**config.mk**
```make
export PLATFORM = sky130hd
export DESIGN_NAME = ftrt_hash
export DESIGN_NICKNAME = d
export VERILOG_FILES = /design/src/sv/ftrt_pkg.sv /design/src/sv/ftrt_hash.sv
export SDC_FILE = /design/constraint.sdc
export NUM_CORES = 1
export LEC_CHECK = 0
export ABC_AREA = 1
export BUFFER_PORTS_ARGS = -buffer_cell sky130_fd_sc_hd__buf_2
export CORE_ASPECT_RATIO = 0.6
export CORE_MARGIN = 10
export CORE_UTILIZATION = 57
export DETAILED_ROUTE_END_ITERATION = 8
export PLACE_DENSITY = 0.89
export REMOVE_ABC_BUFFERS = 1
export SLEW_MARGIN = 20
export SYNTH_ARGS = -nofsm -noshare
export SYNTH_HDL_FRONTEND = slang
export SYNTH_SLANG_ARGS = --single-unit
```
**constraint.sdc**
```tcl
create_clock -name clock -period 11.1 [get_ports clock]
set_input_delay 0.555 -clock clock [delete_from_list [all_inputs] [get_ports clock]]
set_output_delay 0.555 -clock clock [all_outputs]
set_load 0.02 [all_outputs]
```
**src/sv/ftrt_pkg.sv**
```systemverilog
// Shared types and constants for the five-tuple flow rule table.
// Used by the channel interfaces, the hash unit and the core.
// No dependencies.
package ftrt_pkg;

   localparam int ADDR_W    = 32;
   localparam int PORT_W    = 16;
   localparam int PROTO_W   = 8;
   localparam int BUCKET_W  = 10;

   // hash key: dst, src, dst port, src port, protocol, most significant first
   localparam int KEY_W       = 2 * ADDR_W + 2 * PORT_W + PROTO_W;
   localparam int CHUNK_W     = 16;
   localparam int CHUNK_COUNT = (KEY_W + CHUNK_W - 1) / CHUNK_W;
   localparam int PAD_KEY_W   = CHUNK_COUNT * CHUNK_W;
   localparam int CHUNK_CNT_W = $clog2(CHUNK_COUNT);

   localparam logic [PROTO_W-1:0] PROTO_TCP = 8'd6;
   localparam logic [PROTO_W-1:0] PROTO_UDP = 8'd17;
   localparam logic VERDICT_PASS = 1'b1;

   typedef enum logic {
      OP_LOOKUP = 1'b0,
      OP_INSERT = 1'b1
   } opcode_type;

   typedef enum logic [2:0] {
      ST_CLEAR,
      ST_IDLE,
      ST_HASH,
      ST_ACCESS,
      ST_REPLY
   } state_type;

   typedef struct packed {
      opcode_type          opcode;
      logic [ADDR_W-1:0]   src_address;
      logic [ADDR_W-1:0]   dst_address;
      logic [PORT_W-1:0]   src_l4_port;
      logic [PORT_W-1:0]   dst_l4_port;
      logic [PROTO_W-1:0]  protocol;
      logic                rule_action;
   } req_word_type;

   typedef struct packed {
      logic                verdict;
      logic                matched;
      logic [BUCKET_W-1:0] bucket;
   } rsp_word_type;

   typedef struct packed {
      logic                valid;
      logic [ADDR_W-1:0]   src_address;
      logic [ADDR_W-1:0]   dst_address;
      logic [PORT_W-1:0]   src_l4_port;
      logic [PORT_W-1:0]   dst_l4_port;
      logic [PROTO_W-1:0]  protocol;
      logic                rule_action;
   } entry_type;

endpackage

```
**src/sv/ftrt_hash.sv**
```systemverilog
// Bucket hash: key mod TABLE_DEPTH, one CHUNK_W-bit key chunk folded in at a
// time by reciprocal multiplication. Depends on ftrt_pkg.
module ftrt_hash import ftrt_pkg::*; #(
   parameter int TABLE_DEPTH = 1021,
   localparam int IDX_W = $clog2(TABLE_DEPTH)
) (
   input  logic             clock,
   input  logic             reset,
   input  logic             start,
   input  logic [KEY_W-1:0] key,
   output logic             done,
   output logic [IDX_W-1:0] bucket_idx
);

   localparam int XW     = IDX_W + CHUNK_W;
   localparam int PROD_W = XW + CHUNK_W + 1;
   localparam longint unsigned RECIP_L = (64'd1 << XW) / 64'(TABLE_DEPTH);
   localparam logic [CHUNK_W:0] RECIP = (CHUNK_W + 1)'(RECIP_L);
   localparam logic [IDX_W:0] DEPTH_C = (IDX_W + 1)'(TABLE_DEPTH);

   logic [PAD_KEY_W-1:0]   key_ff, key_in;
   logic [IDX_W-1:0]       h_ff, h_in;
   logic [IDX_W:0]         x_lo_ff, x_lo_in;
   logic [IDX_W:0]         q_ff, q_in;
   logic [CHUNK_CNT_W-1:0] cnt_ff, cnt_in;
   logic                   fold_ff, fold_in;
   logic                   busy_ff, busy_in;
   logic                   done_ff, done_in;
   logic [XW-1:0]          x_cur;
   logic [PROD_W-1:0]      prod;
   logic [IDX_W:0]         rem;

   // x = h * 2^CHUNK_W + next chunk; RECIP = floor(2^XW / D) underestimates
   // x / D by less than one, so x - q*D lies in [0, 2D)
   assign x_cur = {h_ff, key_ff[PAD_KEY_W-1 -: CHUNK_W]};
   assign prod  = PROD_W'(x_cur) * PROD_W'(RECIP);

   // the difference is below 2D, so the low bits carry it exactly
   always_comb begin
      rem = x_lo_ff - q_ff * DEPTH_C;
      if (rem >= DEPTH_C) begin
         rem = rem - DEPTH_C;
      end
   end

   always_comb begin
      key_in  = key_ff;
      h_in    = h_ff;
      x_lo_in = x_lo_ff;
      q_in    = q_ff;
      cnt_in  = cnt_ff;
      fold_in = fold_ff;
      busy_in = busy_ff;
      done_in = 1'b0;
      if (start) begin
         key_in  = {{(PAD_KEY_W - KEY_W){1'b0}}, key};
         h_in    = '0;
         cnt_in  = '0;
         fold_in = 1'b0;
         busy_in = 1'b1;
      end else if (busy_ff && !fold_ff) begin
         key_in  = key_ff << CHUNK_W;
         x_lo_in = x_cur[IDX_W:0];
         q_in    = (IDX_W + 1)'(prod >> XW);
         fold_in = 1'b1;
      end else if (busy_ff) begin
         h_in    = rem[IDX_W-1:0];
         fold_in = 1'b0;
         cnt_in  = cnt_ff + 1'b1;
         if (cnt_ff == CHUNK_CNT_W'(CHUNK_COUNT - 1)) begin
            busy_in = 1'b0;
            done_in = 1'b1;
         end
      end
   end

   always_ff @(posedge clock) begin
      if (reset) begin
         busy_ff <= 1'b0;
         done_ff <= 1'b0;
         cnt_ff  <= '0;
         fold_ff <= 1'b0;
      end else begin
         busy_ff <= busy_in;
         done_ff <= done_in;
         cnt_ff  <= cnt_in;
         fold_ff <= fold_in;
      end
   end

   always_ff @(posedge clock) begin
      key_ff  <= key_in;
      h_ff    <= h_in;
      x_lo_ff <= x_lo_in;
      q_ff    <= q_in;
   end

   assign done       = done_ff;
   assign bucket_idx = h_ff;

endmodule

```
Word-level counts from Yosys, hierarchy flattened
Cells that the tools add are included.
W data, S select, Z words.
{"block": "totals", "out_inout_bits": 11, "wordCells": 38, "n_memories": 0, "rom_bits": 0, "inputBits": 107, "reg_bits": 150, "ram_bits": 0, "latchBits": 0}
{"block": "op_classes", "magnitude_cmp": 1, "n_eq_ne": 2, "n_reduce_logical": 8, "n_shift": 0, "n_div": 0, "add_sub_neg": 3, "n_bitwise": 3, "mux": 10, "mul": 2}
{"op": "$mux W104", "n": 2}
{"op": "$mul A26 B11 Y31 const B", "n": 1}
{"op": "$ge A11 B10 Y1 const B", "n": 1}
{"op": "$mul A11 B10 Y11 const B", "n": 1}
{"op": "$sub A11 B11 Y11", "n": 1}
{"op": "$mux W10", "n": 1}
{"op": "$sub A10 B10 Y10 const B", "n": 1}
{"op": "$mux W1", "n": 7}
{"op": "$reduce_and A2 Y1", "n": 2}
{"op": "$reduce_bool A2 Y1", "n": 2}
{"op": "$reduce_or A4 Y1", "n": 1}
{"op": "$add A3 B1 Y3 const B", "n": 1}
{"op": "$eq A3 B3 Y1 const B", "n": 1}
{"op": "$not A1 Y1", "n": 3}
{"op": "$ne A2 B2 Y1 const B", "n": 1}
{"op": "$reduce_or A2 Y1", "n": 1}
{"op": "$logic_and A1 B1 Y1", "n": 1}
{"op": "$logic_not A1 Y1", "n": 1}

Logic depth before layout (Yosys ltp)
Gate-level depths: netlist (run 1).
{"block": "depth", "ltp_word": 5, "mapped_depth": 26, "ltp_nobuf": 26}

Worst setup path before layout (run 1)
No wires, ideal clock.
{"block": "synth_path", "path_kind": "register to register", "from": "reg q_ff[0]", "to": "reg h_ff[3], in the netlist bucket_idx[3]", "arrival_time_ns": 4.631, "period_less_slack_ns": 4.744, "path_stages_with_launch": 23, "required_time_ns": 10.986, "setup_ns": 0.114, "path_buffers": 0, "slack_ns": 6.356, "path_cell_list": "edfxtp_1 -> inv_1 -> fa_1 -> inv_1 -> fa_1 -> fa_1 -> fa_1 -> fa_1 -> inv_1 -> ha_1 -> inv_1 -> o21bai_1 -> nor2_1 -> nand3_1 -> nand3b_1 -> nand2_1 -> nand2_1 -> nand2_2 -> nand3_4 -> nand2_1 -> nand2_1 -> nand2_1 -> a21oi_2"}
{"block": "synth_via", "elab_chain_len": 4, "elab_cells_between_ends": 5, "cone_classes": "add/sub (2); mul (1); order compare (1); mux (1)"}
{"element": "start: declaration", "line": "ftrt_hash.sv:24", "rtl": "logic [IDX_W:0] q_ff, q_in;"}
{"element": "start signal: assignment", "line": "ftrt_hash.sv:95", "rtl": "q_ff <= q_in;"}
{"element": "$mul A11 B10 Y11 (*)", "line": "ftrt_hash.sv:40", "rtl": "rem = x_lo_ff - q_ff * DEPTH_C;"}
{"element": "$sub A11 B11 Y11 (*)", "line": "ftrt_hash.sv:40"}
{"element": "$sub A10 B10 Y10 / $ge A11 B10 Y1 (equally long branches)", "line": "ftrt_hash.sv:42, ftrt_hash.sv:41"}
{"element": "$mux W10 (*)", "line": "ftrt_hash.sv:41", "rtl": "if (rem >= DEPTH_C) begin"}
{"element": "end signal: assignment", "line": "ftrt_hash.sv:93", "rtl": "h_ff <= h_in;"}
{"element": "end: declaration", "line": "ftrt_hash.sv:22", "rtl": "logic [IDX_W-1:0] h_ff, h_in;"}
Every way passes the cells marked *; elsewhere a longest branch is shown, timed or not.
A chain may end at the register's enable or synchronous reset.

Final worst setup path (run 1)
{"block": "layout_path", "from": "reg q_ff[0]", "to": "reg h_ff[5], in the netlist bucket_idx[5]"}
Same word-level chain as after synthesis.

==> flow_summary.ini, run 1 <==
[run_status]
status = completed

[setup_path]
critical_path_arrival_ns = 5.66
worstRegToRegCells = 22
cp.required_ns = 11.38
critPathSlowestCell = fa_1
criticalPathCategory = reg -> reg
max_stage_delay_ns = 0.56
crit_path_start_kind = register
critPathCaptureType = register
crit_fanout = 10
ff2ff_setup_slack_ns = 5.71
crit_chain = inv_1 -> fa_1 -> inv_1 -> fa_1 -> fa_1 -> fa_1 -> fa_1 -> inv_1 -> ha_1 -> inv_1 -> o21bai_1 -> nor2_1 -> nand3_1 -> nand3b_1 -> nand2_1 -> nand2_1 -> nand2_2 -> nand3_4 -> nand2_1 -> nand2_1 -> nand2_1 -> a21oi_2

[timing]
layout_min_cycle_time_ns = 5.386
fin_crit_sh_pct = 48.53
hold_violations = 0
fmax_mhz = 185.7
setup_violations = 0
worst_slew_pin_slew_ns = 0.9053
setup_tns_ns = 0
slew_headroom_pct = 39.64
rsz0062_at_grt = no
drv_slew = 0
whs_ns = 0.3823
clock_skew_ns = 0.005989

[logic_synthesis]
synth_top_family_by_area = adder cells
synthAdderAreaFrac_pct = 22.47
syn_area_um2 = 10700
netlist_instances = 1218
ys_ff_latch = 150
synth_cell_types = 43
synth_compound_area_share_pct = 4.397
synth-main-ff-cell = edfxtp_1
syn_area_per_cell_um2 = 8.785
synth_xor_area_share_pct = 2.374
synth.yosys.seq_area_share_pct = 39.85
yosys_warnings = 0
synthSimpleGateAreaFrac_pct = 21.57
synth.mux.area_fraction_pct = 0
synth_edf_count = 126
synthArstFlopShare_pct = 0

[placement]
placed_cells = 1556
place_hpwl_mm = 18.74
placed_area_um2 = 11510
gp_congestion = 0.9622
io_buffers = 117

[finish]
final_common_cell = nand2_1
layout.cells.non_filler = 1586
final_util_pct = 65.99
syn2layout_area_growth_pct = 12.59
nNetsFinal = 1606
finalInstanceArea_um2 = 12050
layout_common_cells = nand2_1 (417), inv_1 (228), edfxtp_1 (126)
drive_gt1_share_pct = 14.26
antenna_cells = 0

[detailed_routing]
post-route-drc-count = 0
drt-initial-drc-count = 725
wl_per_cell_um = 15.28
dr.pass1.iters = 9
vias = 8205
via_per_inst = 5.173
wl_mm = 24.23
ant_nets = 0

[cts]
cts_setup_buffers = 0
holdBufCountCts = 0
cts_tree = yes
clk_root_buffer_cell = clkbuf_16
htreeDepth = 4
clock_latency_ns = 0.43
cts.path.max_buffers = 2
clock_sinks = 150
path_clk_slew_ns = 0.06
cts_made_buffers = 17
cts_resized = 0

[power]
p_per_area_nw_per_um2 = 214.8
ir_drop_mv = 0.1831
p_leak_nw = 6.379

[grt]
overflow = 0
grt_pass1_wl_mm = 40.22
antenna_found_initial = 1
grt_pass1_vias = 8234
grt_max_degree = 90
grt_usage_pct = 19.98
gr-max-usage-layer = met2
gr-usage-met3_pct = 7.101
grt_use_met2_pct = 31.09
globalRouteMet1Util_pct = 26.32

[floorplan]
start_util_pct = 58.61
die_width_um = 196.9
row_count = 38
boundaryPins = 118
core_um2 = 18260
dieArea_um2 = 24830
die_h_um = 126.1

[hold_path]
min_path_type = in -> reg
hold-path-cell-count = 3

[flow_run]
max_cap_viol_count = 0
[state kept, by name, summed over array words and instances (netlist names)]
name and count:
bucket_idx 10, busy_ff 1, cnt_ff 3, done 1
fold_ff 1, key_ff 112, q_ff 11, x_lo_ff 11
[report_power, final]
part           internal, mW  leakage (nW)  switching [mW]  total [mW]
combinational         0.456          4.65           0.902        1.36
sequential            0.673          1.47          0.0284       0.701
clock                 0.304         0.257           0.225       0.528
[worst max-delay path, delay by kind of cell (launching register included)]
| kind | cells | cell delay [ns] |
|---|---|---|
| compound gates | 2 | 0.14 |
| simple gates | 10 | 1.26 |
| buf+inv | 4 | 0.35 |
| flops | 1 | 0.51 |
| fa+ha+maj | 6 | 2.98 |
[through the flow]
step | worst slack, ns | power, mW
floorplan | 6.341 | 1.710
global placement | 5.937 | 1.990
detailed placement | 5.805 | 2.025
CTS | 5.785 | 2.563
global route | 5.442 | 2.777
finish | 5.714 | 2.588
[synthesized netlist by cell type, types with 3 or more instances]
master / instances / area [um2]
nor2_1: 37 / 138.9
nand2_2: 13 / 81.33
o21ai_0: 15 / 75.07
xor2_1: 22 / 192.7
fa_1: 47 / 940.9
inv_1: 229 / 859.6
nand3_1: 23 / 115.1
inv_2: 4 / 15.01
nand3_4: 3 / 52.55
o21bai_1: 4 / 30.03
nand2_1: 417 / 1565
a21o_1: 3 / 22.52
edfxtp_1: 126 / 3784
a21oi_1: 34 / 170.2
nor3_1: 8 / 40.04
nand4_1: 13 / 81.33
a21oi_2: 3 / 26.28
nand2_4: 3 / 33.78
nor2_4: 3 / 33.78
ha_1: 117 / 1464
nand3b_1: 5 / 37.54
xnor2_1: 7 / 61.31
nor2_2: 4 / 25.02
o211ai_1: 4 / 30.03
dfxtp_1: 24 / 480.5
a22o_1: 8 / 70.07
clkbuf_1: 19 / 71.32
[worst paths after layout]
| check | startpoint | to |
|---|---|---|
| min | key[15] | key_ff[15] |
| max | q_ff[0] | bucket_idx[5] |
| max reg2reg | q_ff[0] | bucket_idx[5] |
| min reg2reg | cnt_ff[2] | cnt_ff[2] |
[per-layer routing]
metal  up-vias  part of all wire, %
met5         -                0.029
met4         2                  1.3
met3        40                  9.9
met2       335                   45
met1      3756                   44
li1       4072                    -
[kinds of logic (layout without fill, tap and decap cells)]
logic type,Yosys count,after routing
AO/OA/AOI/OAI,77,77
XOR/XNOR,29,29
adder cells (fa/ha/maj),164,164
buffers and inverters,258,386
flip-flops,150,150
AND/OR/NAND/NOR,540,540
[layout make-up]
class,count,area (um2)
sequential,150,4264
tap,240,300.3
multi-input combinational,810,5443
timing repair buffer,121,618.1
inverter,235,887.1
fill,1371,6210
clock inverter,13,110.1
clock buffer,17,425.4
Power figures use the tool's default switching activity.
==> inputs of run 2 (changes only) <==
--- a/config.mk
+++ b/config.mk
@@ -9,9 +9,9 @@
 export BUFFER_PORTS_ARGS = -buffer_cell sky130_fd_sc_hd__buf_2
 export CORE_ASPECT_RATIO = 0.6
 export CORE_MARGIN = 10
-export CORE_UTILIZATION = 57
+export CORE_UTILIZATION = 54
 export DETAILED_ROUTE_END_ITERATION = 8
-export PLACE_DENSITY = 0.89
+export PLACE_DENSITY = 0.88
 export REMOVE_ABC_BUFFERS = 1
 export SLEW_MARGIN = 20
 export SYNTH_ARGS = -nofsm -noshare
==> constraint.sdc (replaced) <==
create_clock -name clock -period 4.8 [get_ports clock]
set_input_delay 0.24 -clock clock [delete_from_list [all_inputs] [get_ports clock]]
set_output_delay 0.24 -clock clock [all_outputs]
set_load 0.02 [all_outputs]
==> flow_summary.ini, run 2 (synthesized netlist as in run 1, its figures left out) <==
[setup_path]
worstRegToRegCells = 22
ff2ff_setup_slack_ns = 0.04
critical_path_arrival_ns = 5.13
cpLargestDelayFamily = adder cells
cp_num_buf_inv = 4
critPathSlowestCell = fa_1
cp.required_ns = 5.16
r2r-end = bucket_idx[5]
rr_startpoint = q_ff[5]
crit_chain = inv_2 -> fa_1 -> inv_2 -> fa_1 -> fa_1 -> fa_1 -> fa_1 -> inv_2 -> ha_4 -> nand2_4 -> a21oi_2 -> nor2_1 -> nand3_2 -> nand3b_1 -> nand2_2 -> nand2_2 -> nand2_4 -> buf_6 -> nand4_1 -> nand2_1 -> nand2_1 -> a21oi_2
crit_path_start_kind = register
cpMostUsedCell = fa_1
max_stage_delay_ns = 0.56
crit_fanout = 5
critPathCaptureType = register
criticalPathCategory = reg -> reg

[grt]
grt_usage_pct = 19.19
antenna_found_initial = 0
grt_pass1_vias = 8234
grt_max_degree = 104
grt_pass1_wl_mm = 40.48
overflow = 0

[finish]
finalInstanceArea_um2 = 12480
top_register = key_ff
syn2layout_area_growth_pct = 16.59
drive_gt1_share_pct = 18.34
nNetsFinal = 1633
antenna_cells = 0
layout_common_cells = nand2_1 (411), inv_1 (219), edfxtp_1 (126)
multi_input_area_um2 = 5612
largest_reg_flops = 112
regArea_um2 = 4264
largestRegisters = key_ff (112), q_ff (11), x_lo_ff (11)
final_common_cell = nand2_1
fillCellCount = 1475

[detailed_routing]
vias = 8371
via_per_inst = 5.104
ant_nets = 0
drt-initial-drc-count = 607
post-route-drc-count = 0
wl_mm = 25.23
dr.pass1.iters = 5
wl_per_cell_um = 15.38

[hold_path]
worstHoldStart = key[11]
min_path_type = in -> reg
whs_endpoint = key_ff[11]
hold-path-cell-count = 3

[timing]
fmax_mhz = 210.0
worst_slew_pin_slew_ns = 0.9478
setup_violations = 0
clock_skew_ns = 0.01064
layout_min_cycle_time_ns = 4.762
drv_slew = 0
hold_violations = 0
rsz0062_at_grt = yes
fin_crit_sh_pct = 99.21
slew_headroom_pct = 36.81
setup_tns_ns = 0

[cts]
clk_root_buffer_cell = clkbuf_16
cts_made_buffers = 17
htreeDepth = 4
clock_sinks = 150
clock_latency_ns = 0.43
cts_tree = yes
cts.path.max_buffers = 2
path_clk_slew_ns = 0.07

[floorplan]
dieArea_um2 = 26030
core_um2 = 19230
boundaryPins = 118
die_h_um = 129.0
start_util_pct = 55.66
row_count = 39
die_width_um = 201.7

[power]
p_per_area_nw_per_um2 = 546.5
p_leak_nw = 6.544
ir_drop_mv = 0.5549

[placement]
io_buffers = 117
placed_area_um2 = 11670
gp_congestion = 1.005
place_hpwl_mm = 18.78

[run_status]
status = completed

[flow_run]
max_cap_viol_count = 0
[run 2: changes by cell type in the layout (fill, tap and decap cells not counted), sizes merged]
cell | previous run | this run
clkinv | 10 | 6
bufinv | 1 | 2
inv | 235 | 239
nand4 | 16 | 17
buf | 121 | 145
nand3 | 28 | 30
[run 2: worst register-to-register path: stages (launching register included)]
cell,delay (ns)
edfxtp_1,0.41
inv_2,0.07
fa_1,0.56
inv_2,0.04
fa_1,0.56
fa_1,0.45
fa_1,0.50
fa_1,0.50
inv_2,0.05
ha_4,0.23
nand2_4,0.08
a21oi_2,0.04
nor2_1,0.13
nand3_2,0.09
nand3b_1,0.22
nand2_2,0.11
nand2_2,0.07
nand2_4,0.11
buf_6,0.11
nand4_1,0.09
nand2_1,0.09
nand2_1,0.06
a21oi_2,0.12
[run 2: report_power, final]
part           switching (mW)  internal [mW]
registers              0.0658           1.56
clock network           0.551          0.766
logic                    2.42           1.46
total                    3.04           3.78
[run 2: worst max-delay path by stage]
stage             from  cells past startpoint  slack [ns]             to
2_1_floorplan  q_ff[0]                     22        0.04  bucket_idx[3]
3_3_place_gp   q_ff[1]                     27        0.08  bucket_idx[3]
3_5_place_dp   q_ff[0]                     22       -0.07  bucket_idx[5]
4_1_cts        q_ff[2]                     26      0.0003  bucket_idx[5]
5_1_grt        q_ff[1]                     27       -0.15  bucket_idx[3]
6_report       q_ff[5]                     22        0.04  bucket_idx[5]
[run 2: metrics by stage]
step	power (mW)	worst slack [ns]	utilization, %	hold WS (ns)	cells
floorplan	3.954	0.04086	-	0.3024	1195
global placement	4.757	0.07734	60.71	0.4395	1599
detailed placement	4.829	-0.07050	60.71	0.4385	1599
CTS	6.289	0.0003473	63.99	0.04431	1633
global route	7.259	-0.1540	64.89	0.07260	1640
finish	6.818	0.03809	64.89	0.06003	1640
[run 2: metal layers]
layer | up-vias | track usage [%] | wire length [um]
li1 | 4132 | - | -
met1 | 3894 | 25.70 | 11490
met2 | 313 | 30.24 | 11210
met3 | 32 | 5.550 | 2186
met4 | 0 | 4.883 | 337
met5 | - | 0 | 0
[run 2: final cells by class]
| type | count | share of cell area, % |
|---|---|---|
| multi-input combinational | 813 | 44.98 |
| clock inverter | 14 | 1.193 |
| timing repair buffer | 145 | 6.459 |
| clock buffer | 17 | 3.410 |
| sequential | 150 | 34.18 |
| tap | 266 | 2.668 |
| inverter | 235 | 7.111 |
[run 2: repair_timing]
action / CTS / global route
hold buffers: 0 / 0
gates resized for setup: 3 / 37
hold endpoints to repair: 0 / 0
buffers inserted: 1 / 6
cloned: 2 / 1
setup endpoints to repair: 10 / 10
pin swaps: 7 / 19
